`src/rtl/pcf_pkg.sv`:
```
// Package of the PWM command framer: item types, frame constants, CRC-8 step.
// No dependencies; used by every module of the block.
package pcf_pkg;

    // Frame layout.
    localparam int unsigned FRAME_LEN = 12;
    localparam int unsigned IDX_W     = $clog2(FRAME_LEN);

    localparam logic [IDX_W-1:0] POS_SYNC0   = IDX_W'(0);
    localparam logic [IDX_W-1:0] POS_TYPE    = IDX_W'(1);
    localparam logic [IDX_W-1:0] POS_ROBOT   = IDX_W'(2);
    localparam logic [IDX_W-1:0] POS_ZERO    = IDX_W'(3);
    localparam logic [IDX_W-1:0] POS_LEN     = IDX_W'(4);
    localparam logic [IDX_W-1:0] POS_CMD     = IDX_W'(5);
    localparam logic [IDX_W-1:0] POS_CHANNEL = IDX_W'(6);
    localparam logic [IDX_W-1:0] POS_PWM_LO  = IDX_W'(7);
    localparam logic [IDX_W-1:0] POS_PWM_HI  = IDX_W'(8);
    localparam logic [IDX_W-1:0] POS_CRC     = IDX_W'(9);
    localparam logic [IDX_W-1:0] POS_SYNC1   = IDX_W'(10);
    localparam logic [IDX_W-1:0] POS_END     = IDX_W'(11);

    // Constant frame bytes.
    localparam logic [7:0] BYTE_SYNC = 8'd94;
    localparam logic [7:0] BYTE_TYPE = 8'd2;
    localparam logic [7:0] BYTE_ZERO = 8'd0;
    localparam logic [7:0] BYTE_LEN  = 8'd5;
    localparam logic [7:0] BYTE_CMD  = 8'd3;
    localparam logic [7:0] BYTE_END  = 8'd13;

    // Reflected CRC-8 feedback mask.
    localparam logic [7:0] CRC_POLY = 8'h8C;

    // Configuration register map.
    localparam int unsigned      ADDR_W        = 3;
    localparam logic             REG_ROBOT_ID  = 1'b0;
    localparam logic [7:0]       ROBOT_ID_RST  = 8'd1;

    // Input item: one PWM command.
    typedef struct packed {
        logic [7:0]  channel;
        logic [15:0] pwm_value;
    } t_cmd;

    // Result item: one frame byte.
    typedef struct packed {
        logic [7:0] frame_byte;
        logic       last;
    } t_frame_out;

    // Folds one data byte into the CRC, least significant bit first.
    function automatic logic [7:0] crc8_byte(input logic [7:0] crc, input logic [7:0] data);
        logic [7:0] c;
        logic [7:0] d;
        logic       fb;
        c = crc;
        d = data;
        for (int b = 0; b < 8; b++) begin
            fb = c[0] ^ d[0];
            c  = c >> 1;
            if (fb) begin
                c = c ^ CRC_POLY;
            end
            d = d >> 1;
        end
        return c;
    endfunction

endpackage

```
`src/rtl/pwm_command_framer_crc8_core.sv`:
```
// Top level of the PWM command framer with reflected CRC-8 checksum.
// Instantiates pcf_regs, pcf_cmd_buf and pcf_serializer; depends on pcf_pkg.
//
//   Channel   Direction  Handshake                  Payload
//   input     in         i_in_valid / o_in_ready    i_in_data   (t_cmd)
//   output    out        o_out_valid / i_out_ready  o_out_data  (t_frame_out)
//   config    in         psel/penable/pwrite/pready paddr, pwdata, prdata
//
// Each command yields twelve frame bytes, one per cycle while the output is ready.
// The byte serializer sets the rate at which commands are taken.
// A one-entry buffer takes the next command while the current frame is still going out.
// The CRC folds in each delivered byte from robot_id to the PWM high byte and is complete at its frame slot.
// Synchronous reset empties the buffer, stops the serializer and sets robot_id to 1.
// Output stalls hold the frame position; the input side stalls only once the buffer is full.
module pwm_command_framer_crc8_core
    import pcf_pkg::*;
(
    input  logic              i_clk,
    input  logic              i_rst_n,
    input  logic              i_in_valid,
    output logic              o_in_ready,
    input  t_cmd              i_in_data,
    output logic              o_out_valid,
    input  logic              i_out_ready,
    output t_frame_out        o_out_data,
    input  logic              psel,
    input  logic              penable,
    input  logic              pwrite,
    input  logic [ADDR_W-1:0] paddr,
    input  logic [31:0]       pwdata,
    output logic [31:0]       prdata,
    output logic              pready
);

    logic [7:0] robot_id;
    logic       hold_valid;
    t_cmd       hold_cmd;
    logic       take;

    // Configuration registers.
    pcf_regs u_regs (
        .i_clk      (i_clk),
        .i_rst_n    (i_rst_n),
        .psel       (psel),
        .penable    (penable),
        .pwrite     (pwrite),
        .paddr      (paddr),
        .pwdata     (pwdata),
        .prdata     (prdata),
        .pready     (pready),
        .o_robot_id (robot_id)
    );

    // Input buffer.
    pcf_cmd_buf u_buf (
        .i_clk        (i_clk),
        .i_rst_n      (i_rst_n),
        .i_valid      (i_in_valid),
        .o_ready      (o_in_ready),
        .i_cmd        (i_in_data),
        .o_hold_valid (hold_valid),
        .o_hold_cmd   (hold_cmd),
        .i_take       (take)
    );

    // Frame serializer.
    pcf_serializer u_ser (
        .i_clk        (i_clk),
        .i_rst_n      (i_rst_n),
        .i_robot_id   (robot_id),
        .i_hold_valid (hold_valid),
        .i_hold_cmd   (hold_cmd),
        .o_take       (take),
        .o_valid      (o_out_valid),
        .i_ready      (i_out_ready),
        .o_data       (o_out_data)
    );

endmodule

```
`src/rtl/pcf_regs.sv`:
```
// APB-style configuration port holding the robot identifier register.
// Depends on pcf_pkg for the register map and reset value.
module pcf_regs
    import pcf_pkg::*;
(
    input  logic              i_clk,
    input  logic              i_rst_n,
    input  logic              psel,
    input  logic              penable,
    input  logic              pwrite,
    input  logic [ADDR_W-1:0] paddr,
    input  logic [31:0]       pwdata,
    output logic [31:0]       prdata,
    output logic              pready,
    output logic [7:0]        o_robot_id
);

    logic [7:0] r_robot_id;
    logic [7:0] n_robot_id;
    logic       reg_sel;

    // Registers sit on word boundaries; the upper address bit picks the word.
    assign reg_sel = (paddr[ADDR_W-1] == REG_ROBOT_ID);

    // Write in the access phase; out-of-map writes are dropped.
    always_comb begin
        n_robot_id = r_robot_id;
        if (psel && penable && pwrite && reg_sel) begin
            n_robot_id = pwdata[7:0];
        end
    end

    always_ff @(posedge i_clk) begin
        if (!i_rst_n) begin
            r_robot_id <= ROBOT_ID_RST;
        end else begin
            r_robot_id <= n_robot_id;
        end
    end

    assign prdata     = reg_sel ? {24'd0, r_robot_id} : 32'd0;
    assign pready     = 1'b1;
    assign o_robot_id = r_robot_id;

endmodule

```
`src/rtl/pcf_cmd_buf.sv`:
```
// One-entry command buffer between the input channel and the serializer.
// Depends on pcf_pkg for the command item type.
module pcf_cmd_buf
    import pcf_pkg::*;
(
    input  logic i_clk,
    input  logic i_rst_n,
    input  logic i_valid,
    output logic o_ready,
    input  t_cmd i_cmd,
    output logic o_hold_valid,
    output t_cmd o_hold_cmd,
    input  logic i_take
);

    logic r_valid;
    logic n_valid;
    t_cmd r_cmd;

    // The buffer takes an item only when empty, so ready is a register.
    assign o_ready = !r_valid;

    always_comb begin
        n_valid = r_valid;
        if (i_take) begin
            n_valid = 1'b0;
        end
        if (i_valid && !r_valid) begin
            n_valid = 1'b1;
        end
    end

    always_ff @(posedge i_clk) begin
        if (!i_rst_n) begin
            r_valid <= 1'b0;
        end else begin
            r_valid <= n_valid;
        end
    end

    // Payload capture needs no reset.
    always_ff @(posedge i_clk) begin
        if (i_valid && !r_valid) begin
            r_cmd <= i_cmd;
        end
    end

    assign o_hold_valid = r_valid;
    assign o_hold_cmd   = r_cmd;

endmodule

```
`src/rtl/pcf_serializer.sv`:
```
// Serializer: walks the twelve frame bytes, one a cycle while ready, and folds the CRC.
// Depends on pcf_pkg for frame layout, item types and the CRC step.
module pcf_serializer
    import pcf_pkg::*;
(
    input  logic       i_clk,
    input  logic       i_rst_n,
    input  logic [7:0] i_robot_id,
    input  logic       i_hold_valid,
    input  t_cmd       i_hold_cmd,
    output logic       o_take,
    output logic       o_valid,
    input  logic       i_ready,
    output t_frame_out o_data
);

    logic             r_busy;
    logic             n_busy;
    logic [IDX_W-1:0] r_idx;
    logic [IDX_W-1:0] n_idx;
    logic [7:0]       r_crc;
    logic [7:0]       n_crc;
    t_cmd             r_cur;
    logic             fire;
    logic             at_last;
    logic             in_crc;
    logic [7:0]       cur_byte;

    assign fire    = r_busy && i_ready;
    assign at_last = (r_idx == POS_END);
    assign in_crc  = (r_idx >= POS_ROBOT) && (r_idx <= POS_PWM_HI);
    assign o_take  = i_hold_valid && (!r_busy || (fire && at_last));

    // Byte select by frame position.
    always_comb begin
        case (r_idx)
            POS_SYNC0:   cur_byte = BYTE_SYNC;
            POS_TYPE:    cur_byte = BYTE_TYPE;
            POS_ROBOT:   cur_byte = i_robot_id;
            POS_ZERO:    cur_byte = BYTE_ZERO;
            POS_LEN:     cur_byte = BYTE_LEN;
            POS_CMD:     cur_byte = BYTE_CMD;
            POS_CHANNEL: cur_byte = r_cur.channel;
            POS_PWM_LO:  cur_byte = r_cur.pwm_value[7:0];
            POS_PWM_HI:  cur_byte = r_cur.pwm_value[15:8];
            POS_CRC:     cur_byte = r_crc;
            POS_SYNC1:   cur_byte = BYTE_SYNC;
            POS_END:     cur_byte = BYTE_END;
            default:     cur_byte = BYTE_ZERO;
        endcase
    end

    // Sequencing: load a new command or advance on each delivered byte.
    always_comb begin
        n_busy = r_busy;
        n_idx  = r_idx;
        n_crc  = r_crc;
        if (o_take) begin
            n_busy = 1'b1;
            n_idx  = POS_SYNC0;
            n_crc  = 8'd0;
        end else if (fire) begin
            if (at_last) begin
                n_busy = 1'b0;
            end
            n_idx = r_idx + IDX_W'(1);
            if (in_crc) begin
                n_crc = crc8_byte(r_crc, cur_byte);
            end
        end
    end

    always_ff @(posedge i_clk) begin
        if (!i_rst_n) begin
            r_busy <= 1'b0;
            r_idx  <= POS_SYNC0;
        end else begin
            r_busy <= n_busy;
            r_idx  <= n_idx;
        end
    end

    // Payload registers carry no reset.
    always_ff @(posedge i_clk) begin
        r_crc <= n_crc;
        if (o_take) begin
            r_cur <= i_hold_cmd;
        end
    end

    assign o_valid           = r_busy;
    assign o_data.frame_byte = cur_byte;
    assign o_data.last       = at_last;

endmodule

```
`config.mk`:
```
export PLATFORM = sky130hd
export DESIGN_NAME = pwm_command_framer_crc8_core
export DESIGN_NICKNAME = d
export VERILOG_FILES = /design/src/rtl/pcf_pkg.sv /design/src/rtl/pwm_command_framer_crc8_core.sv /design/src/rtl/pcf_regs.sv /design/src/rtl/pcf_cmd_buf.sv /design/src/rtl/pcf_serializer.sv
export SDC_FILE = /design/constraint.sdc
export NUM_CORES = 1
export LEC_CHECK = 0
export BUFFER_PORTS_ARGS = -buffer_cell sky130_fd_sc_hd__buf_2
export CAP_MARGIN = 20
export CORE_MARGIN = 2
export CORE_UTILIZATION = 46
export CTS_CLUSTER_SIZE = 20
export DETAILED_ROUTE_END_ITERATION = 16
export PLACE_DENSITY = 0.76
export SYNTH_ARGS = -nofsm -noshare
export SYNTH_HDL_FRONTEND = slang
export SYNTH_SLANG_ARGS = --single-unit
```
`constraint.sdc`:
```
create_clock -name i_clk -period 2.8 [get_ports i_clk]
set_clock_uncertainty 0.1 [all_clocks]
set_input_delay 0.56 -clock i_clk [delete_from_list [all_inputs] [get_ports i_clk]]
set_output_delay 0.56 -clock i_clk [all_outputs]
set_load 0.02 [all_outputs]
```
# Word-level counts from Yosys, hierarchy flattened
# Cells that the tools add are included.
word_totals:
  latch_bits: 0
  ff_bits: 70
  mem_count: 0
  mem_bits_rw: 0
  input_bits: 66
  romBits: 0
  word_cells: 95
  output_inout_bits: 44
op_classes:
  shifts: 0
  eq_ne: 10
  add_sub_neg: 1
  n_mux: 36
  magnitude_cmp: 2
  n_bitwise: 18
  multipliers: 0
  reduce_logical: 19
  n_div: 0
op_table:
  columns: ["op", "count"]
  rows:
  - ["$mux W8", 30]
  - ["$pmux W8 S10", 1]
  - ["$not A2 Y3", 8]
  - ["$eq A4 B3 Y1 const B", 4]
  - ["$eq A4 B4 Y1 const B", 4]
  - ["$logic_and A1 B1 Y1", 8]
  - ["$xor A1 B1 Y1", 8]
  - ["$reduce_bool A2 Y1", 3]
  - ["$mux W1", 5]
  - ["$add A4 B1 Y4 const B", 1]
  - ["$eq A4 B1 Y1 const B", 1]
  - ["$eq A4 B2 Y1 const B", 1]
  - ["$ge A4 B2 Y1 const B", 1]
  - ["$le A4 B4 Y1 const B", 1]
  - ["$logic_not A4 Y1", 1]
  - ["$reduce_and A2 Y1", 2]
  - ["$reduce_or A2 Y1", 2]
  - ["$logic_not A1 Y1", 2]
  - ["$not A1 Y1", 2]
  - ["$logic_or A1 B1 Y1", 1]

# Longest topological paths before layout
# Gate-level depths: netlist of run 1.
depth:
  ltp_word: 40
  ltp_mapped: 12

# Cells and area by module
# From an unflattened synthesis of run 1, not the netlist that was laid out.
hier_totals:
  hier_cells: 312
  area_unflattened_um2: 3593.4
modules_own_cells:
  columns: ["module", "area_each_um2", "cells_per_inst", "instances"]
  rows:
  - ["pcf_serializer", 2233.4, 213, 1]
  - ["pcf_cmd_buf", 764.5, 29, 1]
  - ["pcf_regs", 595.6, 70, 1]

# Worst setup path before layout of run 1
# Ideal clock, no wire load.
synth_timing:
  kind: "register -> register"
  start: "register u_ser.r_idx[1]"
  end: "register u_ser.r_crc[1]"
  arrival_ns: 2.692
  stages_incl_launch_ff: 12
  path_slack_ns: -0.133
  synth_period_minus_slack_ns: 2.933
  path_buffers: 2
  path_cell_list: "dfxtp_1 ha_1 buf_2 clkbuf_1 a21oi_1 a2bb2oi_1 o211ai_1 xnor2_1 xor3_1 xor2_1 mux2i_1 nor2_1"
synth_rtl:
  columns: ["item", "line_no", "rtl"]
  rows:
  - ["from (decl)", "pcf_serializer.sv:19", "logic [IDX_W-1:0] r_idx;"]
  - ["from (signal assigned)", "pcf_serializer.sv:79", "r_idx <= n_idx;"]
  - ["to (signal assigned)", "pcf_serializer.sv:85", "r_crc <= n_crc;"]
  - ["to (decl)", "pcf_serializer.sv:21", "logic [7:0] r_crc;"]

==> flow_summary.toml, run 1 <==
[clock_tree]
path_clk_slew_ns = 0.07
root_buffer = "clkbuf_8"
cts_buffer_depth = 2
clk_latency_ns = 0.34
clock-sinks = 70
cts_tree = "yes"
htree_levels = 3
numCtsBuffers = 9

[placed_design]
port_buffers = 58
dp_slack_ns = -0.105
gp_congestion = 0.869
dpl-instance-area_sq_um = 3860
place_hpwl_um = 4510
dp_cells = 455

[yosys]
synth_cell_types = 55
synth_area_sq_um = 3370
synthFlopType = "edfxtp_1"
synth_seq_cells = 70
yosysSeqAreaShare_pct = 55.8
synth_edf_count = 48
async_reset_ff_share_pct = 0
syn_area_per_cell_sq_um = 11.9
ys_warn_count = 0
syn_inst = 283

[pwr]
powerDensity_nw_per_um2 = 545
p_leak_nw = 1.70
ir_worst_vdd_mv = 0.508

[setup_path]
crit_fanout = 7
cp-start-kind = "flop"
r2r_end = "u_ser.r_crc[1]$_SDFFE_PP0P_"
crit_type = "reg2out"
r2r_setup_slack_ns = 0.12
worstPathArrival_ns = 2.08
critical_path.max_stage_delay_ns = 0.34
crit_top_cell = "buf_6"
cp.buffers_inverters = 4
rr_startpoint = "u_ser.r_idx[0]$_SDFFE_PP0P_"
slowest_stage = "dfxtp_2"
cpLargestDelayFamily = "buffers and inverters"
required_ns = 2.14
worstSetupEndpoint = "o_out_data[8]"
path_cells = "buf_6 > ha_4 > buf_6 > a22o_1 > a222oi_1 > buf_4 > nand2_4 > buf_6"
reg2reg_depth = 10
worst-path-stages = 8
worstSetupStartpoint = "u_ser.r_idx[0]$_SDFFE_PP0P_"
end_kind = "output port"

[finish]
finish.utilization_pct = 58.9
final_cell_mix = "57 x buf_2, 48 x edfxtp_1, 31 x buf_4, 27 x nand2_1, 25 x conb_1"
design_area_sq_um = 4230
num-nets-final = 441
final_common_cell = "buf_2"
drive_above_1_share_pct = 37.1
diodes = 0
instances_no_fill = 474
area.growth.synth_to_final_pct = 25.4

[sta]
hold_viol_final = 0
worst_slew_pin_slew_ns = 0.721
rsz0062_at_grt = "true"
finalSetupViolations = 0
max_freq_mhz = 365
maxSlewViolCount = 0
min_period_ns = 2.74
setup_ws_ns = 0.0624
slew-limit-headroom_pct = 51.4
fin_crit_sh_pct = 97.8

[floorplanning]
core_area_sq_um = 7180
die_x_um = 89.6
initial_core_util_pct = 47.0
die_h_um = 89.6
die_area_sq_um = 8030
fp-row-count = 31
ios = 110

[run]
timing.max_cap.violations = 0

[global_route]
antenna_found_initial = 0
grt_first_pass_wirelength_um = 9770
grt_max_degree = 33
grt_overflow = 0
track_usage_pct = 16.8
grt_pass1_vias = 2082

[routing]
via_per_inst = 4.82
firstDrtPassIters = 4
wl_per_cell_um = 13.0
wl_um = 6180
drt_iter0_markers = 174
ant_nets = 0
drc = 0
vias = 2285

[min_path]
hp-class = "in2reg"

[outcome]
status = "finished, final reports clean"
[stage by stage]
| stage | hold WS (ns) | TNS [ns] | total power [mW] |
|---|---|---|---|
| after floorplan | 0.300 | 0 | 1.38 |
| after global placement | 0.305 | 0 | 1.43 |
| after detailed placement | 0.305 | -0.161 | 1.44 |
| after CTS | 0.270 | 0 | 2.31 |
| after global routing | 0.264 | -0.0318 | 2.40 |
| final | 0.290 | 0 | 2.31 |
[power breakdown]
part	switching [mW]	leakage, nW	internal (mW)	total, mW
Sequential	0.0191	0.634	1.17	1.19
Combinational	0.140	0.954	0.106	0.246
Clock	0.369	0.110	0.505	0.874
[worst min-delay path by stage]
stage	start	endpoint	slack [ns]	cells after the start
after detailed placement	u_buf.o_hold_cmd[13]$_DFFE_PP_	u_ser.r_cur[13]$_DFFE_PP_	0.30	0
final	i_in_data[20]	u_buf.o_hold_cmd[20]$_DFFE_PP_	0.29	1
after floorplan	u_buf.o_hold_cmd[0]$_DFFE_PP_	u_ser.r_cur[0]$_DFFE_PP_	0.30	0
after CTS	i_in_data[20]	u_buf.o_hold_cmd[20]$_DFFE_PP_	0.27	1
after global routing	i_in_data[16]	u_buf.o_hold_cmd[16]$_DFFE_PP_	0.26	1
after global placement	u_buf.o_hold_cmd[17]$_DFFE_PP_	u_ser.r_cur[17]$_DFFE_PP_	0.30	0
[Yosys cell counts (all sizes together), types with 3 or more instances]
cell type	count	area, sq um
a21boi	8	60.1
nor2	19	71.3
nand2b	3	18.8
inv	6	22.5
nand3	11	55.1
mux2i	3	30.0
o21ai	8	40.0
dfxtp	22	440
buf	30	221
a21oi	10	50.1
clkbuf	8	30.0
nand2	28	105
a22oi	3	22.5
edfxtp	48	1440
nor2b	10	62.6
xor2	7	87.6
xnor2	11	96.3
xnor3	3	68.8
ha	4	50.1
[flip-flops by register name, indices dropped and copies added, names as in the netlist]
signal / flops
u_regs.o_robot_id: 8
u_buf.o_hold_cmd: 24
u_buf.o_hold_valid: 1
u_ser.o_valid: 1
u_ser.r_idx: 4
u_ser.r_crc: 8
u_ser.r_cur: 24
[what timing repair did]
item,in CTS,in global routing
resized for setup,6,22
setup buffers,1,3
endpoints found under the setup margin,10,11
cloned,0,0
hold buffers,0,0
pin swaps,2,5
[layer usage]
metal,track usage (%),vias up,part of all wire [%]
met5,0,-,0
li1,-,1128,-
met3,4.94,9,5.3
met1,20.1,1082,40
met4,6.51,0,1.2
met2,28.5,66,53
[kinds of logic (layout without fill, tap and decap cells)]
| family | after synthesis | in the layout | share of synthesized area, % |
|---|---|---|---|
| AND/OR/NAND/NOR | 88 | 88 | 13.4 |
| flip-flops | 70 | 70 | 55.8 |
| AO/OA/AOI/OAI | 47 | 47 | 10.9 |
| buffers and inverters | 45 | 114 | 8.23 |
| XOR/XNOR | 22 | 22 | 8.20 |
| multiplexers | 5 | 5 | 1.78 |
| adder cells (fa/ha/maj) | 4 | 4 | 1.48 |
| other | 2 | 25 | 0.223 |
[layout make-up]
cell class | count | area, sq um
inverter | 7 | 26.3
tap | 99 | 124
clock inverter | 6 | 95.1
multi-input combinational | 191 | 1400
fill | 582 | 2950
clock buffer | 9 | 124
timing repair buffer | 92 | 572
sequential | 70 | 1890
(Power assumes the default switching activity.)
==> inputs of run 2 (changes only) <==
- CTS_CLUSTER_DIAMETER: not set -> 30
- RECOVER_POWER: not set -> 100
==> run 2 against run 1 <==
Effect of this change: cell area down 0.56%; register-to-register slack worse by 0.02 ns; die area stayed put; count of clock-buffer cells in the layout is the same; cell count is the same; clock power is essentially flat; utilization shrank 0.33 points; critical path type unchanged; largest cell class unchanged; largest power group unchanged.
==> flow_summary.toml, run 2 (synthesized netlist as in run 1, its figures left out) <==
[floorplanning]
die_h_um = 89.6
initial_core_util_pct = 47.0
fp-row-count = 31
ios = 110
core_area_sq_um = 7180
die_x_um = 89.6
die_area_sq_um = 8030

[placed_design]
gp_congestion = 0.869
port_buffers = 58
dp_cells = 455
place_hpwl_um = 4510

[finish]
final_cell_mix = "48 x edfxtp_1, 43 x buf_2, 29 x buf_4, 27 x nand2_1, 25 x conb_1"
area.growth.synth_to_final_pct = 24.7
num-nets-final = 441
drive_above_1_share_pct = 33.1
diodes = 0
finish.utilization_pct = 58.6
final_common_cell = "edfxtp_1"
instances_no_fill = 474
fillers = 593

[clock_tree]
clk_latency_ns = 0.34
cts_buffer_depth = 2
root_buffer = "clkbuf_8"
numCtsBuffers = 9
htree_levels = 3
hold_buffers = 0
clock-sinks = 70
path_clk_slew_ns = 0.07
cts_tree = "yes"

[global_route]
grt_pass1_vias = 2082
grt_overflow = 0
grt_max_degree = 33
antenna_found_initial = 0
track_usage_pct = 16.8
grt_first_pass_wirelength_um = 9770

[routing]
vias = 2283
drt_iter0_markers = 190
firstDrtPassIters = 4
ant_nets = 0
wl_um = 6220
wl_per_cell_um = 13.1
via_per_inst = 4.82
drc = 0

[sta]
fin_crit_sh_pct = 97.0
finalSetupViolations = 0
worst_slew_pin_slew_ns = 1.24
min_period_ns = 2.72
max_freq_mhz = 368
rsz0062_at_grt = "true"
hold_viol_final = 0
slew-limit-headroom_pct = 17.6
setup_tns_ns = 0
maxSlewViolCount = 0
hold_ws_ns = 0.292

[pwr]
powerDensity_nw_per_um2 = 547
p_leak_nw = 1.64
total_power_mw = 2.30
ir_worst_vdd_mv = 0.508

[setup_path]
worstPathArrival_ns = 2.06
required_ns = 2.14
cpLargestDelayFamily = "buffers and inverters"
cp.buffers_inverters = 5
r2r_setup_slack_ns = 0.10
rr_startpoint = "u_ser.r_idx[0]$_SDFFE_PP0P_"
end_kind = "output port"
r2r_end = "u_ser.r_crc[1]$_SDFFE_PP0P_"
reg2reg_depth = 10
path_cells = "buf_6 > ha_4 > buf_6 > a311oi_2 > a22oi_2 > a211oi_2 > buf_4 > inv_1 > buf_2"
crit_fanout = 7
crit_type = "reg2out"
crit_top_cell = "buf_6"
critical_path.max_stage_delay_ns = 0.34
slowest_stage = "dfxtp_2"
cp-start-kind = "flop"

[outcome]
status = "finished, final reports clean"

[run]
timing.max_cap.violations = 0

[min_path]
hp-class = "in2reg"
min-delay-start = "i_in_data[20]"
holdPathEnd = "u_buf.o_hold_cmd[20]$_DFFE_PP_"
hold_depth = 1
-- run 2: power breakdown --
group          switching (mW)  total, mW  internal (mW)  leakage (nW)
registers              0.0192       1.19           1.17         0.634
logic                   0.140      0.242          0.102         0.897
clock network           0.367      0.873          0.505         0.110
-- run 2: repair_timing --
action / 4_1_cts / 5_1_grt
endpoints found under the setup margin: 10 / 11
gates resized for setup: 6 / 22
pin swaps: 2 / 5
setup buffers: 1 / 3
endpoints found under the hold margin: 0 / 0
cloned: 0 / 0
-- run 2: worst max path at each step --
stage               slack (ns)                           to  cells after the start                         from
floorplan                 0.01  u_ser.r_crc[1]$_SDFFE_PP0P_                     12  u_ser.r_idx[0]$_SDFFE_PP0P_
global placement         0.006  u_ser.r_crc[1]$_SDFFE_PP0P_                     12  u_ser.r_idx[0]$_SDFFE_PP0P_
detailed placement       -0.11  u_ser.r_crc[1]$_SDFFE_PP0P_                     12  u_ser.r_idx[0]$_SDFFE_PP0P_
CTS                      0.002                o_out_data[4]                      6  u_ser.r_idx[2]$_SDFFE_PP0P_
global route             -0.03                o_out_data[4]                      8  u_ser.r_idx[0]$_SDFFE_PP0P_
finish                    0.08                o_out_data[3]                      9  u_ser.r_idx[0]$_SDFFE_PP0P_
-- run 2: through the flow --
step	area, sq um	setup WS [ns]
2_1_floorplan	3460	0.0122
3_3_place_gp	3860	0.00585
3_5_place_dp	3860	-0.105
4_1_cts	4110	0.00221
5_1_grt	4210	-0.0266
6_report	4210	0.0832
-- run 2: final cells by class --
| class | count | area [sq um] | share of cell area [%] |
|---|---|---|---|
| sequential | 70 | 1890 | 44.9 |
| multi-input combinational | 191 | 1400 | 33.3 |
| timing repair buffer | 92 | 548 | 13.0 |
| clock buffer | 9 | 124 | 2.95 |
| tap | 99 | 124 | 2.95 |
| clock inverter | 6 | 95.1 | 2.26 |
| inverter | 7 | 26.3 | 0.625 |
-- run 2: worst register-to-register path: cells and delay by family, from the launching register on --
family	cells	cell delay [ns]
XOR/XNOR	2	0.57
AO/OA/AOI/OAI	2	0.56
multiplexers	2	0.51
flip-flops	1	0.36
buffers and inverters	2	0.22
adder cells (fa/ha/maj)	1	0.20
AND/OR/NAND/NOR	1	0.05
-- run 2: layer usage --
metal,share of wire (%),track usage [%],up-vias
li1,-,-,1127
met1,41,20.1,1083
met2,53,28.5,67
met3,4.6,4.94,6
met4,1.3,6.51,0
met5,0,0,-
